**config.mk**
```make
export PLATFORM = sky130hd
export DESIGN_NAME = mwtfn_ctrl
export DESIGN_NICKNAME = d
export VERILOG_FILES = /design/src/design/mesh_world_transform_face_normals_macros.svh /design/src/design/mwtfn_pkg.sv /design/src/design/mwtfn_ctrl.sv
export SDC_FILE = /design/constraint.sdc
export NUM_CORES = 1
export LEC_CHECK = 0
export ABC_CLOCK_PERIOD_IN_PS = 2150
export BUFFER_PORTS_ARGS = -buffer_cell sky130_fd_sc_hd__buf_2
export CORE_UTILIZATION = 45
export CTS_CLUSTER_SIZE = 12
export DETAILED_ROUTE_END_ITERATION = 10
export PLACE_DENSITY = 0.71
export SYNTH_ARGS = -nofsm -noshare
export SYNTH_HDL_FRONTEND = slang
export SYNTH_SLANG_ARGS = --single-unit
```
**constraint.sdc**
```tcl
create_clock -name clk -period 2.15 [get_ports clk]
set_input_delay 0 -clock clk [delete_from_list [all_inputs] [get_ports clk]]
set_output_delay 0 -clock clk [all_outputs]
set_load 0.1 [all_outputs]
```
**src/design/mesh_world_transform_face_normals_macros.svh**
```systemverilog
// Assertion macros for the world transform and face normal block
`ifndef MESH_WORLD_TRANSFORM_FACE_NORMALS_MACROS_SVH
`define MESH_WORLD_TRANSFORM_FACE_NORMALS_MACROS_SVH
`define MWT_ASSERT_IMP(label, clk, rst_n, a, c) \
	label: assert property (@(posedge clk) disable iff (!rst_n) (a) |-> (c)) \
		else $error("implication failed");
`define MWT_ASSERT_NXT(label, clk, rst_n, a, c) \
	label: assert property (@(posedge clk) disable iff (!rst_n) (a) |=> (c)) \
		else $error("next-cycle check failed");
`endif

```
**src/design/mwtfn_pkg.sv**
```systemverilog
// Shared types and constants of the world transform and face normal block
`timescale 1ns / 1ps
package mwtfn_pkg;
	localparam int VERTEX_DEPTH_DEF = 1024;
	localparam int FRAC_BITS_DEF = 16;
	localparam int IDX_W = 10;
	localparam int CRD_W = 32;
	localparam logic [1:0] CMD_MAT = 2'd0;
	localparam logic [1:0] CMD_VTX = 2'd1;
	localparam logic [1:0] CMD_FACE = 2'd2;
	localparam logic KIND_VTX = 1'b0;
	localparam logic KIND_NRM = 1'b1;

	typedef struct packed {
		logic load;
		logic mac_clr;
		logic mac_en;
		logic [1:0] row;
		logic [1:0] col;
		logic vtx_done;
		logic rd_en;
		logic [1:0] rd_sel;
		logic rd_cap;
		logic [1:0] cap_sel;
		logic cr_en;
		logic [2:0] cr_step;
		logic norm_start;
		logic div_start;
		logic [1:0] div_sel;
		logic emit_vtx;
		logic emit_nrm;
	} ctl_t;

	typedef struct packed {
		logic mac_done;
		logic zero;
		logic sqrt_done;
		logic div_done;
	} sts_t;
endpackage

```
**src/design/mwtfn_ctrl.sv**
```systemverilog
// Controller state machine sequencing matrix, vertex and face items
`timescale 1ns / 1ps
module mwtfn_ctrl (
	input logic clk,
	input logic arst_n,
	input logic start,
	input logic [1:0] command,
	input logic [1:0] mat_row,
	input logic enable,
	input mwtfn_pkg::sts_t sts,
	output mwtfn_pkg::ctl_t ctl,
	output logic busy,
	output logic mat_we
);
	import mwtfn_pkg::*;

	localparam logic [3:0] S_IDLE = 4'd0;
	localparam logic [3:0] S_MAC = 4'd1;
	localparam logic [3:0] S_VOUT = 4'd2;
	localparam logic [3:0] S_RD = 4'd3;
	localparam logic [3:0] S_CR = 4'd4;
	localparam logic [3:0] S_ZCHK = 4'd5;
	localparam logic [3:0] S_SQRT = 4'd6;
	localparam logic [3:0] S_DIV = 4'd7;
	localparam logic [3:0] S_NOUT = 4'd8;

	logic [3:0] state_q;
	logic [1:0] row_q, col_q, sel_q;
	logic [2:0] stp_q;
	logic dstart_q;
	logic take;

	assign take = start && !busy;
	assign busy = (state_q != S_IDLE);
	assign mat_we = take && (command == CMD_MAT) && (mat_row != 2'd3);

	always_ff @(posedge clk or negedge arst_n) begin
		if (!arst_n) begin
			state_q <= S_IDLE;
			row_q <= '0;
			col_q <= '0;
			sel_q <= '0;
			stp_q <= '0;
			dstart_q <= 1'b0;
		end else begin
			dstart_q <= ((state_q == S_SQRT) && sts.sqrt_done) ||
				((state_q == S_DIV) && sts.div_done && !dstart_q && (sel_q != 2'd2));
			unique case (state_q)
				S_IDLE: begin
					row_q <= '0;
					col_q <= '0;
					sel_q <= '0;
					stp_q <= '0;
					if (take && enable && command == CMD_VTX) begin
						state_q <= S_MAC;
					end else if (take && enable && command == CMD_FACE) begin
						state_q <= S_RD;
					end
				end
				S_MAC: begin
					if (col_q == 2'd3) begin
						col_q <= '0;
						if (row_q == 2'd2) begin
							state_q <= S_VOUT;
						end else begin
							row_q <= row_q + 2'd1;
						end
					end else begin
						col_q <= col_q + 2'd1;
					end
				end
				S_VOUT: state_q <= S_IDLE;
				S_RD: begin
					if (sel_q == 2'd3) begin
						state_q <= S_CR;
						sel_q <= '0;
					end else begin
						sel_q <= sel_q + 2'd1;
					end
				end
				S_CR: begin
					if (stp_q == 3'd6) begin
						state_q <= S_ZCHK;
					end
					stp_q <= stp_q + 3'd1;
				end
				S_ZCHK: begin
					if (sts.zero) begin
						state_q <= S_NOUT;
					end else begin
						state_q <= S_SQRT;
					end
				end
				S_SQRT: begin
					if (sts.sqrt_done) begin
						state_q <= S_DIV;
						sel_q <= '0;
					end
				end
				S_DIV: begin
					if (sts.div_done && !dstart_q) begin
						if (sel_q == 2'd2) begin
							state_q <= S_NOUT;
						end else begin
							sel_q <= sel_q + 2'd1;
						end
					end
				end
				S_NOUT: state_q <= S_IDLE;
				default: state_q <= S_IDLE;
			endcase
		end
	end

	always_comb begin
		ctl = '0;
		ctl.load = take;
		ctl.mac_clr = (state_q == S_MAC) && (col_q == 2'd0);
		ctl.mac_en = (state_q == S_MAC);
		ctl.row = row_q;
		ctl.col = col_q;
		ctl.vtx_done = (state_q == S_VOUT);
		ctl.rd_en = (state_q == S_RD) && (sel_q != 2'd3);
		ctl.rd_sel = sel_q;
		ctl.rd_cap = (state_q == S_RD) && (sel_q != 2'd0);
		ctl.cap_sel = sel_q - 2'd1;
		ctl.cr_en = (state_q == S_CR);
		ctl.cr_step = stp_q;
		ctl.norm_start = (state_q == S_ZCHK) && !sts.zero;
		ctl.div_start = dstart_q;
		ctl.div_sel = sel_q;
		ctl.emit_vtx = (state_q == S_VOUT);
		ctl.emit_nrm = (state_q == S_NOUT);
	end
endmodule

```
==> flow_metrics.tcl, run 1 <==
set metrics [dict create \
    synth_fp_nets 139 \
    viasPerCell 5.25 \
    drt-met1-wl_mm 1.12 \
    area_growth_pct 34.6 \
    crit_path_cell_trace "nor4_1 > buf_4 > nand2_1 > a2111oi_4 > buf_12" \
    fp.dieW_um 50.6 \
    crit_type "reg -> out" \
    tightest_slew_ns 0.490 \
    setup_slack_ns 0.106 \
    crit_buf_inv 2 \
    cts-buffers-inserted 3 \
    drtIter0Drc 15 \
    h-tree-depth 1 \
    drtAntennaViolNets 0 \
    grtUsageTotal_pct 20.9 \
    clk_path_buf_depth 2 \
    fin_worst_skew_ns 0.00326 \
    yosys.area.top_type "dfrtp_1" \
    synth-seq-cells 14 \
    netlist_area_um2 1060 \
    rsz0062_at_grt "false" \
    synthDistinctLibCells 36 \
    endpoint_kind "primary output" \
    layout_commonest_cell "buf_2" \
    vias 966 \
    slew_violations 0 \
    ys_warn_count 0 \
    firstDrtPassIters 4 \
    post-route-util_pct 64.7 \
    wl_per_cell_um 12.9 \
    cts-root-buf "clkbuf_4" \
    cpPeakStageDelay_ns 0.51 \
    hold_viol 0 \
    start_util_pct 48.1 \
    final_cell_mix "buf_2 (34), dfrtp_1 (12), inv_1 (9), nand2_1 (9)" \
    min_path_type "in -> async" \
    wl_met3_um 54 \
    seq_area_um2 355 \
    cp_max_fo 10 \
    fmax_ghz 0.489 \
    slowest_stage "dfrtp_1" \
    synthArstFlopShare_pct 100 \
    clk_latency_ns 0.28 \
    cts_tree "built" \
    grt_pass1_wl_mm 4.06 \
    wl_mm 2.37 \
    ys.flop_type "dfrtp_1" \
    setup_viol 0 \
    antenna_found_initial 0 \
    syn_area_per_cell_um2 8.94 \
    dieArea_um2 2560 \
    seq_area_frac_synth_pct 32.9 \
    antenna_cells 0 \
    relSlewSlack_pct 67.6 \
    required_ns 2.15 \
    top_layer "met4" \
    dp_hpwl_mm 1.84 \
    synth-edff-count 0 \
    finalNetCount 177 \
    path_delay_family "simple AND/OR/NAND/NOR gates" \
    regToRegSetupSlack_ns 0.37 \
    grt-ovfl-total 0 \
    status "completed" \
    route.detailed.drc 0 \
    cts_sinks 14 \
    drive_gt1_share_pct 44.9 \
    cts_resized 0 \
    cap_violations 0 \
    path_clk_slew_ns 0.09 \
    num_io_pins 38 \
    grt_pass1_vias 953 \
    multiInputGateArea_um2 687 \
    portBuffers 36 \
    grt_max_degree 15 \
    met2_length_mm 1.17 \
    layout_min_cycle_time_ns 2.04 \
    min_period_over_period_pct 95.1 \
    gp_congestion 0.768 \
    dieHeight_um 50.6 \
    cp-start-kind "flip-flop" \
    arrival_ns 2.04 \
    core_region_area_um2 2210 \
    syn_inst 119 \
    post-place-ws_ns 0.390 \
    netlist_top_cells_area "dfrtp_1 (33%), ha_1 (9.4%), buf_4 (4.2%)" \
    fillers 211 \
    rows 17 \
    synth_top_area_share_pct 32.9 \
]
synthesized netlist by cell type (all sizes together) (2+ instances only):
library cell / n
nor2: 10
nor3: 6
o21ai: 5
inv: 12
nand2: 9
nand3: 3
nand2b: 4
buf: 8
dfrtp: 14
ha: 8
a22o: 2
mux2: 6
nand4: 2
and3: 3
or3: 2
nor4: 4
clkbuf: 2
a21oi: 9
path summary, 6_finish.rpt:
path                            startpoint       end  cells after the start
min in group clk                    sts[1]  dstart_q                      4
max in group asynchronous           arst_n  sel_q[0]                      2
worst min-delay path                arst_n  stp_q[0]                      2
worst min register to register    stp_q[1]  stp_q[1]                      2
worst max-delay path            state_q[3]    mat_we                      5
worst max register to register    sel_q[0]  sel_q[0]                      6
area by class of cell:
type / instances / share of cell area, %
Timing Repair Buffer: 43 / 18.5
Inverter: 12 / 3.67
Multi-Input combinational cell: 83 / 48.0
Clock buffer: 4 / 2.53
Sequential cell: 14 / 24.8
Tap cell: 28 / 2.45
repair_timing:
item	4_1_cts	5_1_grt
setup buffers	0	0
hold buffers	1	0
hold endpoints to repair	14	0
metal layers:
metal,vias to the layer above,track usage (%)
met1,463,25.3
met3,2,1.82
met5,-,0
met4,0,10.2
met2,17,36.9
li1,484,-
registers in the layout (all words and copies together), names as in the netlist:
register  count
sel_q         2
stp_q         3
dstart_q      1
state_q       4
col_q         2
row_q         2
per-stage QoR:
step | setup TNS [ns] | cells | cell area (um^2) | hold WS, ns
after CTS | 0 | 184 | 1430 | 0.143
final | 0 | 184 | 1430 | 0.132
after detailed placement | 0 | 179 | 1390 | -0.0851
after global routing | 0 | 184 | 1430 | 0.161
after floorplan | -1.60 | 119 | 1160 | -0.296
after global placement | 0 | 179 | 1390 | -0.0884
cell families after synthesis:
| family | synth area share [%] |
|---|---|
| simple gates | 24.8 |
| compound gates | 14.5 |
| buf+inv | 10.1 |
| flops | 32.9 |
| fa+ha+maj | 9.41 |
| mux | 7.41 |
| xor+xnor | 0.824 |
worst register-to-register path, cell delays in order, from the launching register on:
cell and delay [ns]:
dfrtp_4 0.47, clkinvlp_4 0.13, ha_1 0.26, nand2_1 0.09, nand4_1 0.11, a21oi_1 0.26, mux2_2 0.37
Power of run 1 is left out: the tool's default activity adds up to more than one toggle a clock period on the data nets, which glitch-free logic cannot reach.
==> run 2: changes to the inputs <==
Settings changed: CORE_UTILIZATION 45 to 29, PLACE_DENSITY 0.71 to 0.49.
==> run 2 against run 1 <==
Core utilization decreased by 22 points. Critical path depth fell by 1. Maximum frequency grew 0.86%. Die area increased by 53%. Register-to-register slack about the same. Flip-flop and latch count unchanged. Cell count increased by 9.8%. Clock skew increased by 0.0015 ns. Critical path type unchanged. Critical endpoint is now ctl[9]. Largest cell class unchanged.
==> flow_metrics.tcl, run 2 (synthesis gave the netlist of run 1 again) <==
set metrics [dict create \
    clk_latency_ns 0.29 \
    dp_hpwl_mm 1.97 \
    reg.largest.list "state_q: 4 flops, stp_q: 3 flops" \
    cts-root-buf "clkbuf_4" \
    portBuffers 36 \
    min_period_over_period_pct 94.2 \
    core_region_area_um2 3420 \
    crit_type "reg -> out" \
    clk_path_buf_depth 2 \
    grt_max_degree 16 \
    finalNetCount 177 \
    viasPerCell 4.86 \
    regToRegSetupSlack_ns 0.36 \
    drtAntennaViolNets 0 \
    path_clk_slew_ns 0.09 \
    required_ns 2.15 \
    cp_max_fo 9 \
    endpoint_kind "primary output" \
    largest_reg_flops 4 \
    grt_pass1_wl_mm 4.33 \
    dieArea_um2 3910 \
    fin_worst_skew_ns 0.00479 \
    fmax_ghz 0.494 \
    setup_slack_ns 0.124 \
    wl_mm 2.49 \
    cp-start-kind "flip-flop" \
    setup_viol 0 \
    setup_tns_ns 0 \
    wl_per_cell_um 12.3 \
    layout_commonest_cell "buf_2" \
    post-place-ws_ns 0.367 \
    fp.dieW_um 62.6 \
    top_register "state_q" \
    multiInputGateArea_um2 687 \
    start_util_pct 31.1 \
    r2r-start "state_q[0]" \
    dp_cells 197 \
    cts_tree "built" \
    hold_viol 0 \
    drive_gt1_share_pct 44.9 \
    antenna_found_initial 0 \
    cts-buffers-inserted 3 \
    rsz0062_at_grt "false" \
    seq_area_um2 355 \
    firstDrtPassIters 4 \
    gp_congestion 0.716 \
    route.detailed.drc 0 \
    tightest_slew_ns 0.487 \
    cts_resized 0 \
    num_io_pins 38 \
    rows 21 \
    vias 981 \
    cts_sinks 14 \
    fillers 357 \
    grt_pass1_vias 946 \
    antenna_cells 0 \
    slew_violations 0 \
    h-tree-depth 1 \
    cap_violations 0 \
    reg2reg_depth 5 \
    relSlewSlack_pct 67.7 \
    arrival_ns 2.03 \
    grt-ovfl-total 0 \
    stdcell_count 202 \
    grtUsageTotal_pct 14.0 \
    status "completed" \
    final_cell_mix "buf_2 (34), dfrtp_1 (12), inv_1 (9), nand2_1 (9)" \
    reg2reg_to "sel_q[0]" \
    min_path_type "in -> async" \
    dieHeight_um 62.6 \
    drtIter0Drc 24 \
    area_growth_pct 36.7 \
    layout_min_cycle_time_ns 2.03 \
]
run 2: cell counts in the layout (fill, tap and decap cells not counted):
Identical to the previous run, type by type.
run 2: final cells by class:
cell class | instances | share of cell area (%)
clock buffers | 4 | 2.50
repair buffers | 43 | 18.2
well taps | 46 | 3.96
multi-input cells | 83 | 47.2
inverters | 12 | 3.61
flip-flops and latches | 14 | 24.4
run 2: what timing repair did:
| item | 4_1_cts | 5_1_grt |
|---|---|---|
| setup buffers | 0 | 0 |
| setup endpoints to repair | 0 | 0 |
| hold buffers | 1 | 0 |
| hold endpoints to repair | 14 | 0 |
run 2: through the flow:
stage                     instance area, um^2  hold WS [ns]  util [%]
after global routing                     1450         0.165      42.6
after floorplan                          1160        -0.296         -
after global placement                   1410       -0.0720      41.2
after CTS                                1450         0.133      42.6
after detailed placement                 1410       -0.0735      41.2
final                                    1450         0.128      42.6
run 2: worst max-delay path, cell delays in order (launching register included):
cell and delay, ns:
dfrtp_1 0.48, buf_4 0.22, or3_1 0.47, nor2_2 0.13, buf_2 0.43
run 2: metal layers:
| layer | share of wire [%] | track usage (%) | routed length, um |
|---|---|---|---|
| met4 | 0.40 | 2.62 | 10 |
| met3 | 4.9 | 3.83 | 123 |
| met1 | 46 | 17.2 | 1140 |
| met2 | 49 | 24.2 | 1220 |
| met5 | 0 | 0 | 0 |
run 2: worst max-delay path by stage:
stage,startpoint,end,slack [ns],cells after the start
floorplan,sel_q[0],ctl[12],-0.48,3
global placement,state_q[0],state_q[1],0.37,5
detailed placement,state_q[0],sel_q[0],0.37,5
CTS,state_q[3],ctl[9],0.11,4
global route,state_q[0],ctl[5],0.004,4
finish,state_q[3],ctl[9],0.12,4
Power of run 2 is left out for the same reason.
==> run 3: changes to the inputs <==
Settings changed: CTS_CLUSTER_DIAMETER set to 50, REMOVE_ABC_BUFFERS set to 1.
==> run 3 against run 2 <==
Critical path depth is the same. Largest cell class unchanged. Non-clock buffer count shrank 3. Flip-flop and latch count is the same. Global-route usage shrank 1.7 points. Clock skew shrank 0.0034 ns. Highest routed layer unchanged.
==> flow_metrics.tcl, run 3 (synthesis gave the netlist of run 1 again) <==
set metrics [dict create \
    rows 21 \
    wl_per_cell_um 11.6 \
    largest_reg_flops 4 \
    dieArea_um2 3910 \
    start_util_pct 31.1 \
    setup_viol 0 \
    r2r-start "state_q[0]" \
    antenna_found_initial 0 \
    cp_max_fo 11 \
    grt_pass1_vias 858 \
    clk_latency_ns 0.28 \
    core_region_area_um2 3420 \
    fmax_ghz 0.510 \
    vias 942 \
    path_clk_slew_ns 0.09 \
    cts-root-buf "clkbuf_4" \
    tightest_slew_ns 0.502 \
    top_register "state_q" \
    whs_ns 0.136 \
    antenna_cells 0 \
    cts-buffers-inserted 3 \
    min_period_over_period_pct 91.3 \
    clk_path_buf_depth 2 \
    arrival_ns 1.96 \
    regToRegSetupSlack_ns 0.25 \
    area_growth_pct 25.8 \
    endpoint_kind "primary output" \
    num_io_pins 38 \
    drtIter0Drc 32 \
    grt_max_degree 16 \
    portBuffers 36 \
    layout_commonest_cell "buf_2" \
    fillers 380 \
    firstDrtPassIters 4 \
    reg.largest.list "state_q: 4 flops, stp_q: 3 flops" \
    grt-ovfl-total 0 \
    cts_sinks 14 \
    relSlewSlack_pct 66.6 \
    slowest_stage "dfrtp_1" \
    required_ns 2.15 \
    slew_violations 0 \
    fp.dieW_um 62.6 \
    viasPerCell 4.73 \
    reg2reg_depth 5 \
    startpoint "state_q[1]" \
    fin_worst_skew_ns 0.00141 \
    cts_tree "built" \
    final_cell_mix "buf_2 (35), dfrtp_1 (14), inv_1 (11)" \
    hold_viol 0 \
    wl_mm 2.31 \
    reg2reg_to "state_q[0]" \
    cp-start-kind "flip-flop" \
    cpPeakStageDelay_ns 0.53 \
    min_path_type "in -> async" \
    dieHeight_um 62.6 \
    status "completed" \
    cap_violations 0 \
    grt_pass1_wl_mm 3.88 \
    worstSetupEndpoint "mat_we" \
    grtUsageTotal_pct 12.3 \
    rsz0062_at_grt "false" \
    drive_gt1_share_pct 37.9 \
    dp_hpwl_mm 1.74 \
    layout_min_cycle_time_ns 1.96 \
    gp_congestion 0.719 \
    finalNetCount 174 \
    crit_path_cell_trace "nor4_4 > nand2_1 > a2111oi_2 > buf_12" \
    crit_type "reg -> out" \
    drtAntennaViolNets 0 \
    h-tree-depth 1 \
    route.detailed.drc 0 \
]
==> run 3: changes by cell type in the layout (fill, tap and decap cells not counted), moves of 2 or more <==
cell,change
nor4_1,+2
dfrtp_1,+2
clkinvlp_4,-2
buf_4,-3
inv_1,+2
nor4_4,-2
==> run 3: layout make-up <==
class	count	area, um^2	share of cell area (%)
clock buffer	4	36.3	2.71
inverter	12	45.0	3.37
multi-input combinational	83	621	46.4
sequential	14	350	26.2
tap	46	57.6	4.30
timing repair buffer	40	228	17.0
==> run 3: worst min path at each step <==
stage | slack (ns) | cells after the start | from | end
final | 0.14 | 2 | arst_n | stp_q[2]
after global routing | 0.15 | 2 | arst_n | stp_q[2]
after CTS | 0.14 | 2 | arst_n | stp_q[2]
after detailed placement | -0.07 | 1 | arst_n | col_q[0]
after global placement | -0.08 | 1 | arst_n | col_q[0]
after floorplan | -0.30 | 0 | arst_n | col_q[0]
==> run 3: stage by stage <==
| stage | instance area (um^2) | utilization (%) | setup slack, ns | instances | setup TNS, ns |
|---|---|---|---|---|---|
| 2_1_floorplan | 1000 | - | -3.71 | 109 | -22.10 |
| 3_3_place_gp | 1280 | 37.4 | 0.296 | 194 | 0 |
| 3_5_place_dp | 1280 | 37.4 | 0.244 | 194 | 0 |
| 4_1_cts | 1330 | 38.9 | 0.0915 | 199 | 0 |
| 5_1_grt | 1340 | 39.2 | 0.0104 | 199 | 0 |
| 6_report | 1340 | 39.2 | 0.188 | 199 | 0 |
==> run 3: worst max-delay path, delay by kind of cell (launching register included) <==
family	cells	cell delay (ns)
compound gates	1	0.46
flops	1	0.53
simple gates	2	0.46
buf+inv	1	0.23
==> run 3: timing repair <==
item                       4_1_cts  5_1_grt
buffers inserted                 0        0
resized for setup                1        1
hold buffers                     1        0
pin swaps                        0        0
hold endpoints to repair        14        0
setup endpoints to repair        1        1
==> run 3: layer usage <==
layer | track usage (%) | up-vias | wire (um)
met5 | 0 | - | 0
met4 | 1.74 | 0 | 11
met3 | 3.65 | 2 | 136
met2 | 20.2 | 33 | 1030
met1 | 16.1 | 428 | 1140
li1 | - | 479 | -
Power of run 3 is left out for the same reason.
